--- config.mk ---
export PLATFORM = sky130hd
export DESIGN_NAME = shaped_pulse_burst_waveform_generator_flat
export DESIGN_NICKNAME = d
export VERILOG_FILES = /design/src/hdl/spbw_pkg.sv /design/src/hdl/spbw_if.sv /design/src/hdl/spbw_ctrl.sv /design/src/hdl/spbw_pos.sv /design/src/hdl/spbw_amp.sv /design/src/hdl/shaped_pulse_burst_waveform_generator.sv /design/src/flat_wrapper.sv
export SDC_FILE = /design/constraint.sdc
export NUM_CORES = 2
export LEC_CHECK = 0
export BUFFER_PORTS_ARGS = -buffer_cell sky130_fd_sc_hd__buf_2
export CORE_ASPECT_RATIO = 0.7
export CORE_MARGIN = 3
export CORE_UTILIZATION = 30
export DETAILED_ROUTE_END_ITERATION = 6
export PLACE_DENSITY_LB_ADDON = 0.05
export SYNTH_ARGS = -nofsm -noshare
export SYNTH_HDL_FRONTEND = slang
export SYNTH_SLANG_ARGS = --single-unit
--- constraint.sdc ---
create_clock -name clk -period 9.5 [get_ports clk]
set_input_delay 0.475 -clock clk [delete_from_list [all_inputs] [get_ports clk]]
set_output_delay 0.475 -clock clk [all_outputs]
set_load 0.02 [all_outputs]
--- src/hdl/spbw_pkg.sv ---
// ----------------------------------------------------------------------------
// spbw_pkg
// shared types, constants and register codes of the pulse burst generator
// ----------------------------------------------------------------------------
package spbw_pkg;

  localparam int DEF_POLY_ORDER      = 2;
  localparam int DEF_KEEPALIVE_SHIFT = 0;

  localparam logic [11:0] IDLE_LEVEL = 12'd2047;
  localparam logic [11:0] FULL_LEVEL = 12'd4095;
  localparam logic [11:0] KA_PERIOD  = 12'd2216;
  localparam logic [11:0] KA_SPAN    = 12'd16;
  localparam logic [3:0]  SLOT_WORDS = 4'd10;
  localparam logic [4:0]  MAX_BURST  = 5'd31;

  localparam int CFG_DW = 17;
  localparam int CFG_IW = 3;

  typedef enum logic [CFG_IW-1:0] {
    CFG_PULSES_PER_BURST = 3'd0,
    CFG_BURST_COUNT      = 3'd1,
    CFG_LEADING_BURST    = 3'd2,
    CFG_PULSE_AMP        = 3'd3,
    CFG_PULSE_WIDTH      = 3'd4,
    CFG_LEAD_DELAY       = 3'd5,
    CFG_NOTCH_SPACING    = 3'd6,
    CFG_START_FRAC       = 3'd7
  } cfg_idx_t;

  typedef struct packed {
    logic [4:0]  pulses_per_burst;
    logic [4:0]  burst_count;
    logic        leading_burst;
    logic [11:0] pulse_amplitude;
    logic [2:0]  pulse_width_words;
    logic [12:0] lead_delay_words;
    logic [15:0] notch_spacing;
    logic [16:0] start_fraction;
  } cfg_t;

  typedef enum logic [5:0] {
    PH_LEAD      = 6'b000001,
    PH_LEADBURST = 6'b000010,
    PH_GAP       = 6'b000100,
    PH_BURST     = 6'b001000,
    PH_TAIL      = 6'b010000,
    PH_END       = 6'b100000
  } phase_t;

  typedef struct packed {
    logic clear;
    logic settle;
    logic advance;
  } pos_cmd_t;

  typedef struct packed {
    logic settled;
    logic ended;
    logic need_amp;
  } pos_stat_t;

  typedef struct packed {
    logic clear;
    logic s1;
    logic s2;
    logic s3;
    logic s4;
    logic s5;
    logic div;
  } amp_cmd_t;

endpackage

--- src/hdl/spbw_if.sv ---
// ----------------------------------------------------------------------------
// spbw_if
// valid/ready channels of the pulse burst generator
// ----------------------------------------------------------------------------
interface spbw_in_if;
  logic valid;
  logic ready;
  logic restart;
  modport source (output valid, output restart, input ready);
  modport sink   (input valid, input restart, output ready);
endinterface

interface spbw_out_if;
  logic        valid;
  logic        ready;
  logic [13:0] sample_word;
  logic        keepalive_mark;
  logic        last_word;
  logic        past_end;
  modport source (output valid, output sample_word, output keepalive_mark,
                  output last_word, output past_end, input ready);
  modport sink   (input valid, input sample_word, input keepalive_mark,
                  input last_word, input past_end, output ready);
endinterface

--- src/hdl/spbw_ctrl.sv ---
// ----------------------------------------------------------------------------
// spbw_ctrl
// sequencer: settle, amplitude evaluation when due, advance, settle, deliver
// ----------------------------------------------------------------------------
module spbw_ctrl
  import spbw_pkg::*;
(
  input  logic      clk,
  input  logic      rst,
  input  logic      in_valid,
  input  logic      in_restart,
  input  logic      out_free,
  input  pos_stat_t pos_stat,
  input  logic      div_last,
  output logic      in_ready,
  output pos_cmd_t  pos_cmd,
  output amp_cmd_t  amp_cmd,
  output logic      out_load,
  output logic      out_load_end
);

  typedef enum logic [11:0] {
    S_IDLE = 12'b000000000001,
    S_SET1 = 12'b000000000010,
    S_DEC  = 12'b000000000100,
    S_A1   = 12'b000000001000,
    S_A2   = 12'b000000010000,
    S_A3   = 12'b000000100000,
    S_A4   = 12'b000001000000,
    S_A5   = 12'b000010000000,
    S_DIV  = 12'b000100000000,
    S_ADV  = 12'b001000000000,
    S_SET2 = 12'b010000000000,
    S_FIN  = 12'b100000000000
  } state_t;

  state_t state, state_next;
  logic   accept;

  assign in_ready = (state == S_IDLE) && out_free;
  assign accept   = in_valid && in_ready;

  always_comb begin
    state_next   = state;
    pos_cmd      = '0;
    amp_cmd      = '0;
    out_load     = 1'b0;
    out_load_end = 1'b0;
    unique case (state)
      S_IDLE: begin
        if (accept) begin
          pos_cmd.clear = in_restart;
          amp_cmd.clear = in_restart;
          state_next    = S_SET1;
        end
      end
      S_SET1: begin
        pos_cmd.settle = 1'b1;
        if (pos_stat.settled) state_next = S_DEC;
      end
      S_DEC: begin
        if (pos_stat.ended) begin
          out_load_end = 1'b1;
          state_next   = S_IDLE;
        end else if (pos_stat.need_amp) begin
          state_next = S_A1;
        end else begin
          state_next = S_ADV;
        end
      end
      S_A1: begin amp_cmd.s1 = 1'b1; state_next = S_A2; end
      S_A2: begin amp_cmd.s2 = 1'b1; state_next = S_A3; end
      S_A3: begin amp_cmd.s3 = 1'b1; state_next = S_A4; end
      S_A4: begin amp_cmd.s4 = 1'b1; state_next = S_A5; end
      S_A5: begin amp_cmd.s5 = 1'b1; state_next = S_DIV; end
      S_DIV: begin
        amp_cmd.div = 1'b1;
        if (div_last) state_next = S_ADV;
      end
      S_ADV: begin
        pos_cmd.advance = 1'b1;
        state_next      = S_SET2;
      end
      S_SET2: begin
        pos_cmd.settle = 1'b1;
        if (pos_stat.settled) state_next = S_FIN;
      end
      S_FIN: begin
        out_load   = 1'b1;
        state_next = S_IDLE;
      end
      default: state_next = S_IDLE;
    endcase
  end

  always_ff @(posedge clk) begin
    if (rst) state <= S_IDLE;
    else     state <= state_next;
  end

endmodule

--- src/hdl/spbw_pos.sv ---
// ----------------------------------------------------------------------------
// spbw_pos
// waveform position counters, segment phase and keep-alive marking
// ----------------------------------------------------------------------------
module spbw_pos
  import spbw_pkg::*;
#(
  parameter int KEEPALIVE_SHIFT = DEF_KEEPALIVE_SHIFT
)(
  input  logic        clk,
  input  logic        rst,
  input  cfg_t        cfg,
  input  pos_cmd_t    cmd,
  input  logic [11:0] amp,
  output pos_stat_t   stat,
  output logic [4:0]  amp_burst,
  output logic [4:0]  amp_pulse,
  output logic [11:0] level,
  output logic        mark
);

  localparam int SC_W = (KEEPALIVE_SHIFT > 0) ? $clog2(KEEPALIVE_SHIFT + 1) : 1;

  phase_t      phase, phase_s;
  logic [4:0]  bi, bi_s, pi, pi_s;
  logic [3:0]  wip, wip_s;
  logic [15:0] pad, pad_s;
  logic [5:0]  tot;
  logic [11:0] ka;
  logic [SC_W-1:0] sc;
  logic        ended, ended_s, done;

  logic [8:0]  ten_bw;
  logic [12:0] lead_len;
  logic [15:0] gap_len;
  logic [3:0]  wip_inc;
  logic [11:0] ka_inc;
  logic        in_burst;

  assign ten_bw   = {1'b0, cfg.pulses_per_burst, 3'b000} +
                    {3'b000, cfg.pulses_per_burst, 1'b0};
  assign lead_len = !cfg.leading_burst ? cfg.lead_delay_words :
                    (cfg.lead_delay_words > 13'(ten_bw)) ?
                    cfg.lead_delay_words - 13'(ten_bw) : 13'd0;
  assign gap_len  = (cfg.notch_spacing > 16'(ten_bw)) ?
                    cfg.notch_spacing - 16'(ten_bw) : 16'd0;
  assign in_burst = (phase == PH_BURST) || (phase == PH_LEADBURST);
  assign wip_inc  = wip + 4'd1;
  assign ka_inc   = ka + 12'd1;

  // one pass of the segment settling loop
  always_comb begin
    phase_s = phase; bi_s = bi; pi_s = pi; wip_s = wip; pad_s = pad;
    ended_s = ended; done = 1'b0;
    unique case (phase)
      PH_LEAD: begin
        if (pad < 16'(lead_len)) done = 1'b1;
        else begin
          pad_s = '0; pi_s = '0; wip_s = '0; bi_s = '0;
          phase_s = cfg.leading_burst ? PH_LEADBURST : PH_GAP;
        end
      end
      PH_LEADBURST: begin
        if (pi < cfg.pulses_per_burst) done = 1'b1;
        else begin
          phase_s = PH_GAP; bi_s = '0; pad_s = '0; pi_s = '0; wip_s = '0;
        end
      end
      PH_GAP: begin
        if (bi >= cfg.burst_count) phase_s = PH_TAIL;
        else if (pad < gap_len) done = 1'b1;
        else begin
          phase_s = PH_BURST; pi_s = '0; wip_s = '0;
        end
      end
      PH_BURST: begin
        if (pi < cfg.pulses_per_burst) done = 1'b1;
        else begin
          phase_s = PH_GAP; bi_s = (bi < MAX_BURST) ? bi + 5'd1 : MAX_BURST;
          pad_s = '0; pi_s = '0; wip_s = '0;
        end
      end
      PH_TAIL: begin
        if (tot != 6'd0) done = 1'b1;
        else begin
          phase_s = PH_END; ended_s = 1'b1;
        end
      end
      default: begin
        phase_s = PH_END; ended_s = 1'b1; done = 1'b1;
      end
    endcase
  end

  assign stat.settled  = done;
  assign stat.ended    = ended;
  assign stat.need_amp = in_burst && (wip == 4'd0);
  assign amp_burst     = (phase == PH_BURST) ? bi : 5'd0;
  assign amp_pulse     = pi;

  always_ff @(posedge clk) begin
    if (rst || cmd.clear) begin
      phase <= PH_LEAD; bi <= '0; pi <= '0; wip <= '0; pad <= '0;
      tot <= '0; ka <= '0; sc <= '0; ended <= 1'b0;
    end else if (cmd.settle) begin
      phase <= phase_s; bi <= bi_s; pi <= pi_s; wip <= wip_s;
      pad <= pad_s; ended <= ended_s;
    end else if (cmd.advance) begin
      if (in_burst) begin
        if (wip_inc >= SLOT_WORDS) begin
          wip <= '0;
          pi  <= pi + 5'd1;
        end else begin
          wip <= wip_inc;
        end
      end else if (phase != PH_TAIL) begin
        pad <= pad + 16'd1;
      end
      tot <= tot + 6'd1;
      if (sc < SC_W'(KEEPALIVE_SHIFT)) begin
        sc <= sc + SC_W'(1);
      end else begin
        ka <= (ka_inc >= KA_PERIOD) ? 12'd0 : ka_inc;
      end
    end
  end

  // result of the word being advanced past
  always_ff @(posedge clk) begin
    if (cmd.advance) begin
      level <= (in_burst && (wip < {1'b0, cfg.pulse_width_words})) ? amp : IDLE_LEVEL;
      mark  <= !(sc < SC_W'(KEEPALIVE_SHIFT)) && (ka < KA_SPAN) && (ka[1:0] == 2'b00);
    end
  end

endmodule

--- src/hdl/spbw_amp.sv ---
// ----------------------------------------------------------------------------
// spbw_amp
// pulse amplitude: shaping curve times burst scale, restoring divide
// ----------------------------------------------------------------------------
module spbw_amp
  import spbw_pkg::*;
#(
  parameter int POLY_ORDER = DEF_POLY_ORDER
)(
  input  logic        clk,
  input  logic        rst,
  input  cfg_t        cfg,
  input  amp_cmd_t    cmd,
  input  logic [4:0]  burst,
  input  logic [4:0]  pulse,
  output logic [11:0] amp,
  output logic        div_last
);

  localparam int ORD_ABS  = (POLY_ORDER < 0) ? -POLY_ORDER : POLY_ORDER;
  localparam int ORD_N    = (ORD_ABS > 3) ? 3 : ORD_ABS;
  localparam bit ORD_NEG  = (POLY_ORDER < 0);
  localparam bit ORD_ZERO = (POLY_ORDER == 0);
  localparam int QW       = 13;
  localparam logic [3:0] QTOP = 4'(QW - 1);

  logic [4:0]  d, kk, bne, bne_v, bb_v, d_v;
  logic [9:0]  d2, k2;
  logic [21:0] sa;
  logic [20:0] sb;
  logic        flat;
  logic [14:0] dn, kn, dn_v, kn_v;
  logic [22:0] snum;
  logic [26:0] p1, p2;
  logic [19:0] denb;
  logic [27:0] num;
  logic [50:0] rem;
  logic [47:0] dv;
  logic [QW-1:0] q, q_next;
  logic [3:0]  cnt;
  logic        fits;

  assign d_v   = cfg.pulses_per_burst - 5'd1;
  assign bne_v = (cfg.burst_count != 5'd0) ? cfg.burst_count : 5'd1;
  assign bb_v  = (burst < bne_v) ? burst : 5'd0;

  always_comb begin
    if (flat) begin
      dn_v = 15'd1;
      kn_v = 15'd0;
    end else if (ORD_N == 3) begin
      dn_v = 15'(d2) * 15'(d);
      kn_v = 15'(k2) * 15'(kk);
    end else if (ORD_N == 2) begin
      dn_v = 15'(d2);
      kn_v = 15'(k2);
    end else begin
      dn_v = 15'(d);
      kn_v = 15'(kk);
    end
  end

  assign fits     = rem >= 51'(dv);
  assign q_next   = {q[QW-2:0], fits};
  assign div_last = (cnt == 4'd0);

  always_ff @(posedge clk) begin
    if (cmd.s1) begin
      d    <= d_v;
      kk   <= (pulse > d_v) ? d_v : pulse;
      d2   <= 10'(d_v) * 10'(d_v);
      k2   <= (pulse > d_v) ? 10'(d_v) * 10'(d_v) : 10'(pulse) * 10'(pulse);
      bne  <= bne_v;
      sa   <= 22'(cfg.start_fraction) * 22'(bne_v - bb_v);
      sb   <= {bb_v, 16'h0000};
      flat <= ORD_ZERO || (cfg.pulses_per_burst <= 5'd1);
    end
    if (cmd.s2) begin
      dn   <= dn_v;
      kn   <= kn_v;
      snum <= 23'(sa) + 23'(sb);
    end
    if (cmd.s3) begin
      p1   <= 27'(cfg.pulse_amplitude) * 27'(dn);
      p2   <= 27'(FULL_LEVEL - cfg.pulse_amplitude) * 27'(kn);
      denb <= 20'(dn) * 20'(bne);
    end
    if (cmd.s4) begin
      // a negative order falls from full scale; a positive order rises from the base, order zero stays at it
      if (ORD_NEG && !ORD_ZERO) num <= {1'b0, dn, 12'h000} - 28'(dn) - 28'(p2);
      else                      num <= 28'(p1) + 28'(p2);
    end
    if (cmd.s5) begin
      rem <= 51'(snum) * 51'(num);
      dv  <= {denb, 28'h0000000};
      cnt <= QTOP;
      q   <= '0;
    end else if (cmd.div) begin
      if (fits) rem <= rem - 51'(dv);
      dv  <= dv >> 1;
      q   <= q_next;
      cnt <= cnt - 4'd1;
    end
  end

  always_ff @(posedge clk) begin
    if (rst || cmd.clear) begin
      amp <= IDLE_LEVEL;
    end else if (cmd.div && div_last) begin
      amp <= q_next[QW-1] ? FULL_LEVEL : q_next[11:0];
    end
  end

endmodule

--- src/hdl/shaped_pulse_burst_waveform_generator.sv ---
// ----------------------------------------------------------------------------
// shaped_pulse_burst_waveform_generator
// one dac word of a shaped notch-burst waveform for each input transfer
// ----------------------------------------------------------------------------
// sequence: an input transfer starts the settle passes, one more per segment boundary
//   crossed, then a decision, the advance, a second settle and the result load; the
//   first word of a pulse slot adds the multiply chain and the 13-step divide before
//   the advance; past the end the decision loads the result directly
// flow: one item at a time; the next transfer is taken once idle and the result register is free
// reset: synchronous, control and configuration registers to reset values, position to word zero
module shaped_pulse_burst_waveform_generator
  import spbw_pkg::*;
#(
  parameter int POLY_ORDER      = DEF_POLY_ORDER,
  parameter int KEEPALIVE_SHIFT = DEF_KEEPALIVE_SHIFT
)(
  input  logic              clk,
  input  logic              rst,
  spbw_in_if.sink           in_ch,
  spbw_out_if.source        out_ch,
  input  logic              cfg_we,
  input  logic [CFG_IW-1:0] cfg_index,
  input  logic [CFG_DW-1:0] cfg_data
);

  cfg_t        cfg;
  pos_cmd_t    pos_cmd;
  pos_stat_t   pos_stat;
  amp_cmd_t    amp_cmd;
  logic        div_last, out_load, out_load_end, out_free;
  logic [4:0]  amp_burst, amp_pulse;
  logic [11:0] amp, level;
  logic        mark;

  // configuration registers, each masked to its own width
  always_ff @(posedge clk) begin
    if (rst) begin
      cfg.pulses_per_burst  <= 5'd8;
      cfg.burst_count       <= 5'd1;
      cfg.leading_burst     <= 1'b0;
      cfg.pulse_amplitude   <= 12'd4095;
      cfg.pulse_width_words <= 3'd2;
      cfg.lead_delay_words  <= 13'd0;
      cfg.notch_spacing     <= 16'd4440;
      cfg.start_fraction    <= 17'd65536;
    end else if (cfg_we) begin
      unique case (cfg_idx_t'(cfg_index))
        CFG_PULSES_PER_BURST: cfg.pulses_per_burst  <= cfg_data[4:0];
        CFG_BURST_COUNT:      cfg.burst_count       <= cfg_data[4:0];
        CFG_LEADING_BURST:    cfg.leading_burst     <= cfg_data[0];
        CFG_PULSE_AMP:        cfg.pulse_amplitude   <= cfg_data[11:0];
        CFG_PULSE_WIDTH:      cfg.pulse_width_words <= cfg_data[2:0];
        CFG_LEAD_DELAY:       cfg.lead_delay_words  <= cfg_data[12:0];
        CFG_NOTCH_SPACING:    cfg.notch_spacing     <= cfg_data[15:0];
        CFG_START_FRAC:       cfg.start_fraction    <= cfg_data[16:0];
        default: ;
      endcase
    end
  end

  // the result register may be refilled once its transfer completes
  assign out_free = !out_ch.valid || out_ch.ready;

  spbw_ctrl u_ctrl (
    .clk          (clk),
    .rst          (rst),
    .in_valid     (in_ch.valid),
    .in_restart   (in_ch.restart),
    .out_free     (out_free),
    .pos_stat     (pos_stat),
    .div_last     (div_last),
    .in_ready     (in_ch.ready),
    .pos_cmd      (pos_cmd),
    .amp_cmd      (amp_cmd),
    .out_load     (out_load),
    .out_load_end (out_load_end)
  );

  spbw_pos #(
    .KEEPALIVE_SHIFT (KEEPALIVE_SHIFT)
  ) u_pos (
    .clk       (clk),
    .rst       (rst),
    .cfg       (cfg),
    .cmd       (pos_cmd),
    .amp       (amp),
    .stat      (pos_stat),
    .amp_burst (amp_burst),
    .amp_pulse (amp_pulse),
    .level     (level),
    .mark      (mark)
  );

  spbw_amp #(
    .POLY_ORDER (POLY_ORDER)
  ) u_amp (
    .clk      (clk),
    .rst      (rst),
    .cfg      (cfg),
    .cmd      (amp_cmd),
    .burst    (amp_burst),
    .pulse    (amp_pulse),
    .amp      (amp),
    .div_last (div_last)
  );

  // result register: valid is control, the fields are payload
  always_ff @(posedge clk) begin
    if (rst) begin
      out_ch.valid <= 1'b0;
    end else if (out_load || out_load_end) begin
      out_ch.valid <= 1'b1;
    end else if (out_ch.ready) begin
      out_ch.valid <= 1'b0;
    end
  end

  always_ff @(posedge clk) begin
    if (out_load_end) begin
      // past the end: everything zero but the flag
      out_ch.sample_word    <= '0;
      out_ch.keepalive_mark <= 1'b0;
      out_ch.last_word      <= 1'b0;
      out_ch.past_end       <= 1'b1;
    end else if (out_load) begin
      out_ch.sample_word    <= {mark, mark, level};
      out_ch.keepalive_mark <= mark;
      out_ch.last_word      <= pos_stat.ended;
      out_ch.past_end       <= 1'b0;
    end
  end

endmodule

--- src/flat_wrapper.sv ---
// flat-port wrapper written by rule: the top's interface ports become plain ports
module shaped_pulse_burst_waveform_generator_flat import spbw_pkg::*;
#(
  parameter int POLY_ORDER      = DEF_POLY_ORDER,
  parameter int KEEPALIVE_SHIFT = DEF_KEEPALIVE_SHIFT
)
  (clk, rst, cfg_we, cfg_index, cfg_data, in_ch_valid, in_ch_restart, in_ch_ready, out_ch_valid, out_ch_sample_word, out_ch_keepalive_mark, out_ch_last_word, out_ch_past_end, out_ch_ready);
  spbw_in_if in_ch_i ();
  spbw_out_if out_ch_i ();
  input  logic clk;
  input  logic rst;
  input  logic cfg_we;
  input  logic [CFG_IW-1:0] cfg_index;
  input  logic [CFG_DW-1:0] cfg_data;
  input wire logic [$bits(in_ch_i.valid)-1:0] in_ch_valid;
  input wire logic [$bits(in_ch_i.restart)-1:0] in_ch_restart;
  output wire logic [$bits(in_ch_i.ready)-1:0] in_ch_ready;
  output wire logic [$bits(out_ch_i.valid)-1:0] out_ch_valid;
  output wire logic [$bits(out_ch_i.sample_word)-1:0] out_ch_sample_word;
  output wire logic [$bits(out_ch_i.keepalive_mark)-1:0] out_ch_keepalive_mark;
  output wire logic [$bits(out_ch_i.last_word)-1:0] out_ch_last_word;
  output wire logic [$bits(out_ch_i.past_end)-1:0] out_ch_past_end;
  input wire logic [$bits(out_ch_i.ready)-1:0] out_ch_ready;
  assign in_ch_i.valid = in_ch_valid;
  assign in_ch_i.restart = in_ch_restart;
  assign in_ch_ready = in_ch_i.ready;
  assign out_ch_valid = out_ch_i.valid;
  assign out_ch_sample_word = out_ch_i.sample_word;
  assign out_ch_keepalive_mark = out_ch_i.keepalive_mark;
  assign out_ch_last_word = out_ch_i.last_word;
  assign out_ch_past_end = out_ch_i.past_end;
  assign out_ch_i.ready = out_ch_ready;
  shaped_pulse_burst_waveform_generator #(.POLY_ORDER(POLY_ORDER), .KEEPALIVE_SHIFT(KEEPALIVE_SHIFT)) u_core (.clk(clk), .rst(rst), .in_ch(in_ch_i), .out_ch(out_ch_i), .cfg_we(cfg_we), .cfg_index(cfg_index), .cfg_data(cfg_data));
endmodule
=== Yosys cells after proc, flatten, opt, wreduce, memory -nomap -nowiden ===
Index checks and enable logic that the tools add are counted.
W data, S select, Z words.

* Register bits: 505
* Input bits: 26
* Output and inout bits: 19

* Add/sub/neg operators: 17
* Multiply operators: 7
* Order comparisons: 16
* Equality and inequality tests: 42
* Mux-type cells: 79
* Bitwise logic cells: 3
* Reductions and logical operators: 49

{| class="wikitable"
|+ Operators by type and width
! kind !! number
|-
| $mux W51 || 3
|-
| $pmux W12 S11 || 1
|-
| $mux W16 || 7
|-
| $mux W48 || 2
|-
| $mux W12 || 7
|-
| $mux W5 || 13
|-
| $ge A51 B48 Y1 || 1
|-
| $mul A23 B28 Y51 || 1
|-
| $sub A51 B48 Y51 || 1
|-
| $mux W4 || 8
|-
| $pmux W16 S2 || 1
|-
| $mux W6 || 5
|-
| $pmux W5 S3 || 2
|-
| $add A27 B27 Y28 || 1
|-
| $mul A12 B15 Y27 || 1
|-
| $mul A13 B16 Y27 || 1
|-
| $mux W13 || 2
|-
| $pmux W6 S4 || 1
|-
| $add A22 B21 Y23 || 1
|-
| $mul A18 B6 Y22 || 1
|-
| $mux W1 || 21
|-
| $mul A15 B5 Y20 || 1
|-
| $mul A5 B5 Y10 || 2
|-
| $mux W10 || 2
|-
| other kinds (76) || 127
|}

=== Longest topological paths before layout ===
* Word-level depth: 9
* Depth in mapped cells: 37

=== Modules after synthesis ===
A second synthesis with hierarchy kept.

* Cell total of the unflattened synthesis: 6327
* Area total of the unflattened synthesis: 58611.2 sq um

{| class="wikitable"
|+ By module, submodules not included
! module !! instances !! cells an instance !! area an instance (sq um) !! sequential area each (sq um)
|-
| spbw_amp || 1 || 5171 || 48536.6 || 8568.2
|-
| spbw_pos || 1 || 734 || 5783.0 || 1491.4
|-
| shaped_pulse_burst_waveform_generator || 1 || 335 || 3507.1 || 1761.7
|-
| spbw_ctrl || 1 || 87 || 784.5 || 240.2
|}

=== Least setup slack after synthesis ===
Ideal clock, no wire load.

* Kind: register to register
* From: register u_core.u_pos.phase[5]
* To: register u_core.u_amp.sa[21] (data pin)
* Library setup time: 0.260 ns
* Arrival time: 7.702 ns
* Data required time: 9.240 ns
* Slack: 1.538 ns
* Stages on the path, launching flop included: 35
* Buffers on the path: 1
* Clock period less this slack: 7.962 ns
* Cell sequence: dfxtp_1 nor3_1 and3_1 and2_1 ha_1 a21oi_1 nor2b_1 o21ai_0 nand2b_1 a211oi_1 and2_1 ha_1 inv_1 fa_1 nand2_1 nand2_1 a21oi_1 xnor2_1 clkbuf_1 nand2_1 fa_1 fa_1 inv_1 fa_1 fa_1 ha_1 a21o_1 a21oi_1 o21ai_0 o41ai_1 o21bai_1 o21ai_0 o2111a_1 a21oi_1 xnor2_1

* Word-level cells in the longest chain between the ends: 6

{| class="wikitable"
|+ Ends and longest elaborated chain
! item !! line !! text
|-
| from (decl) || spbw_pos.sv:24 || <nowiki>phase_t phase, phase_s;</nowiki>
|-
| from (signal assigned) || spbw_pos.sv:106 || <nowiki>phase <= phase_s; bi <= bi_s; pi <= pi_s; wip <= wip_s;</nowiki>
|-
| $eq A6 B4 Y1 (*) || spbw_pos.sv:98 || <nowiki>assign amp_burst = (phase == PH_BURST) ? bi : 5'd0;</nowiki>
|-
| $mux W5 (*) || spbw_pos.sv:98 ||
|-
| $lt A5 B5 Y1 || spbw_amp.sv:45 || <nowiki>assign bb_v = (burst < bne_v) ? burst : 5'd0;</nowiki>
|-
| $mux W5 (*) || spbw_amp.sv:45 ||
|-
| named net u_core.u_amp.bb_v[0] || spbw_amp.sv:27 || <nowiki>logic [4:0] d, kk, bne, bne_v, bb_v, d_v;</nowiki>
|-
| $sub A5 B5 Y6 (*) || spbw_amp.sv:74 || <nowiki>sa <= 22'(cfg.start_fraction) * 22'(bne_v - bb_v);</nowiki>
|-
| $mul A18 B6 Y22 (*) || spbw_amp.sv:74 ||
|-
| to (signal assigned) || spbw_amp.sv:74 ||
|-
| to (decl) || spbw_amp.sv:29 || <nowiki>logic [21:0] sa;</nowiki>
|}

Mark *: on every way through the listed nets, which the timed path passes. The rest lies on a longest branch.
A chain may end at the register's enable or synchronous reset.

=== Final worst setup path ===
Same ends and word-level chain as after synthesis.

==> out/qor.txt <==
All-Layer GR Usage -> 18.3%
post-synth cell types -> 107
CTS buffer count -> 56
Final Wtd Congestion -> 0.830
clock sink count -> 472
NumNets Final -> 7430
cell count of the worst reg-to-reg path -> 35
first-pass GRT wire length -> 270 mm
FF+latch area -> 12100 um^2
Antenna Nets Post-Route -> 0
crit path launch type -> register
1st-pass router iterations -> 6
setup slack, reg-to-reg -> 0.87 ns
status -> complete, no violations
Avg WL per Cell -> 20.0 um
max_cap viols -> 0
syn nets -> 7486
Async SR Flop Fraction -> 0%
Worst-path clk slew -> 0.07 ns
I/O Buffers -> 44
H-tree levels -> 2
Max Slew Vio Count -> 0
sw frac -> 26.9%
Hold Startpoint -> cfg_data[16]
Pwr per Cell Area -> 83.0 nW/um^2
Post-synth EDFFs -> 261
Longest Clk Path Bufs -> 3
crit path kind -> reg -> reg
largest net degree at the start of global routing -> 63
routed vias/inst -> 4.74
effective utilization at floorplan -> 30.2%
min Tclk post-route -> 8.63 ns
final setup violation count -> 0
multi-input logic area -> 39500 um^2
vias -> 40900
share of layout cells above drive strength 1 -> 5.38%
switching pwr -> 0.00136 W
hold path cells -> 3
FF-to-FF End -> u_core.u_amp.sa[21]$_DFFE_PP_
fraction of the yosys area taken by sequential cells -> 21.5%
Crit path top cell by count -> fa_1
Synth area leader -> fa_1
CTS tree -> done
routed wire length -> 173 mm
Yosys warning count -> 0
Post-CTS Hold Fix Bufs -> 0
Rel. slew slack -> 8.28%
Tightest Pin Transition -> 1.38 ns
Worst Path Arrival -> 9.06 ns
Min-Delay Path Class -> in -> reg
Core Area -> 185000 um^2
gr ovfl total -> 0
vias in the first global route -> 43100
Worst Hold Path EP -> u_core.cfg[16]$_SDFFE_PP1P_
CTS root buf -> clkbuf_16
initial antenna violation count -> 11
die area -> 192000 um^2
Mean Syn Cell Area -> 9.10 um^2
Setup WS pre-CTS -> 0.919 ns
top cells by area, synth -> fa_1, edfxtp_1, ha_1
FF-to-FF Start -> u_core.u_pos.phase[5]$_SDFFE_PP0P_
RSZ-0062 raised after global routing -> no
Netlist Area Pre-Place -> 56000 um^2
Syn Inst Count -> 6162
commonest cells in the netlist -> nand2_1, inv_1, fa_1
initial DRC count -> 2286
setup tns final -> 0 ns
most frequent cell after synthesis -> nand2_1
critical path data required time -> 9.93 ns
Util after Layout -> 33.0%
Design Power -> 0.00508 W
Clk Latency, worst-skew pair -> 0.68 ns
# fillers -> 19400
Fin. Hold Viols -> 0
Die Height -> 368 um
Synth top area share -> 25.5%
Setup Skew -> 0.0563 ns
Leakage -> 27.9 nW
Internal -> 0.00371 W
# IOs -> 45
final period utilization -> 90.9%
Reg power frac -> 43.0%
fmax -> 116 MHz
CP peak stage delay -> 0.67 ns
Cell Rows -> 132
CP Capture Type -> register
HPWL after DPL -> 138 mm
peak supply drop -> 0.140 mV
setup bufs post-CTS -> 0
Die W -> 523 um
area grow syn2layout -> 9.05%
number of gates resized after CTS -> 0
Final Worst Setup Slack -> 0.868 ns
Clk network pwr share -> 45.4%
largest fanout on the critical path -> 17
Max stage delay cell, worst path -> o41ai_1
DRC viols -> 0
Logic pwr share -> 11.6%
Synth Register Bits -> 472
Main synth FF type -> edfxtp_1
## placed cells by master, fill, tap and decap left out, types with 73 or more instances in the layout
master / instances
nor2b_1: 128
xnor2_1: 156
xor2_1: 73
a21oi_1: 299
a21o_1: 107
inv_1: 946
nand2_1: 967
o21ai_0: 167
edfxtp_1: 261
nor2_1: 240
fa_1: 715
dfxtp_1: 211
ha_1: 583
nand2b_1: 93
and2_1: 298
buf_4: 106
## critical path, delay by kind of cell, from the launching register on
kind	cells	cell delay [ns]
buf+inv	4	0.55
flops	1	0.33
xor+xnor	2	0.27
simple gates	9	1.41
fa+ha+maj	8	2.96
compound gates	12	2.87
## layout make-up
cell class / count / area share (%)
clock buffers: 74 / 2.56
inverters: 947 / 5.82
diodes: 5 / 0.0205
repair buffers: 151 / 1.70
well taps: 2479 / 5.07
clock inverters: 31 / 0.553
flip-flops and latches: 472 / 19.7
multi-input cells: 4478 / 64.5
## per-layer routing
metal / routed length (um) / global-route usage, %
met3: 7100 / 2.53
met2: 72000 / 26.9
met5: 13 / 0
met1: 91600 / 28.5
met4: 2490 / 2.79
## worst max-delay path by stage
stage                                       startpoint                       endpoint  slack, ns
floorplan           u_core.u_pos.phase[5]$_SDFFE_PP0P_  u_core.u_amp.sa[21]$_DFFE_PP_       1.54
global placement    u_core.u_pos.phase[5]$_SDFFE_PP0P_  u_core.u_amp.sa[21]$_DFFE_PP_       0.82
detailed placement  u_core.u_pos.phase[5]$_SDFFE_PP0P_  u_core.u_amp.sa[21]$_DFFE_PP_       0.92
CTS                 u_core.u_pos.phase[5]$_SDFFE_PP0P_  u_core.u_amp.sa[21]$_DFFE_PP_       0.88
global route        u_core.u_pos.phase[5]$_SDFFE_PP0P_  u_core.u_amp.sa[21]$_DFFE_PP_       0.06
finish              u_core.u_pos.phase[5]$_SDFFE_PP0P_  u_core.u_amp.sa[21]$_DFFE_PP_       0.87
## per-stage QoR
| step | hold WS (ns) | std cells | cell area (um^2) |
|---|---|---|---|
| global route | 0.0385 | 8634 | 61100 |
| CTS | 0.00895 | 8632 | 61100 |
| global placement | 0.406 | 8527 | 59200 |
| detailed placement | 0.407 | 8527 | 59200 |
| floorplan | 0.400 | 6162 | 56000 |
| finish | 0.0645 | 8637 | 61100 |
## registers in the layout, indices dropped and copies added, names as in the netlist, 22 cells and up
register and cells:
u_core.cfg 72, u_core.u_amp.rem 51, u_core.u_amp.dv 44, u_core.u_amp.num 25, u_core.u_amp.p1 24, u_core.u_amp.p2 24
u_core.u_amp.snum 23, u_core.u_amp.sa 22
## cells by family after synthesis
group | count (synthesis) | share of synthesized area (%)
buf+inv | 1212 | 8.17
flops | 472 | 21.5
compound gates | 861 | 9.91
fa+ha+maj | 1298 | 38.6
simple gates | 2053 | 17.6
xor+xnor | 229 | 3.58
mux | 37 | 0.665
## power groups by stage
stage	combinational (W)	sequential [W]	clock, W
3_5_place_dp	0.000599	0.00223	0
2_1_floorplan	0.000407	0.00222	0
5_1_grt	0.000668	0.00218	0.00248
4_1_cts	0.000603	0.00218	0.00240
6_report	0.000590	0.00218	0.00230
3_3_place_gp	0.000597	0.00223	0
Power figures use the tool's default switching activity.
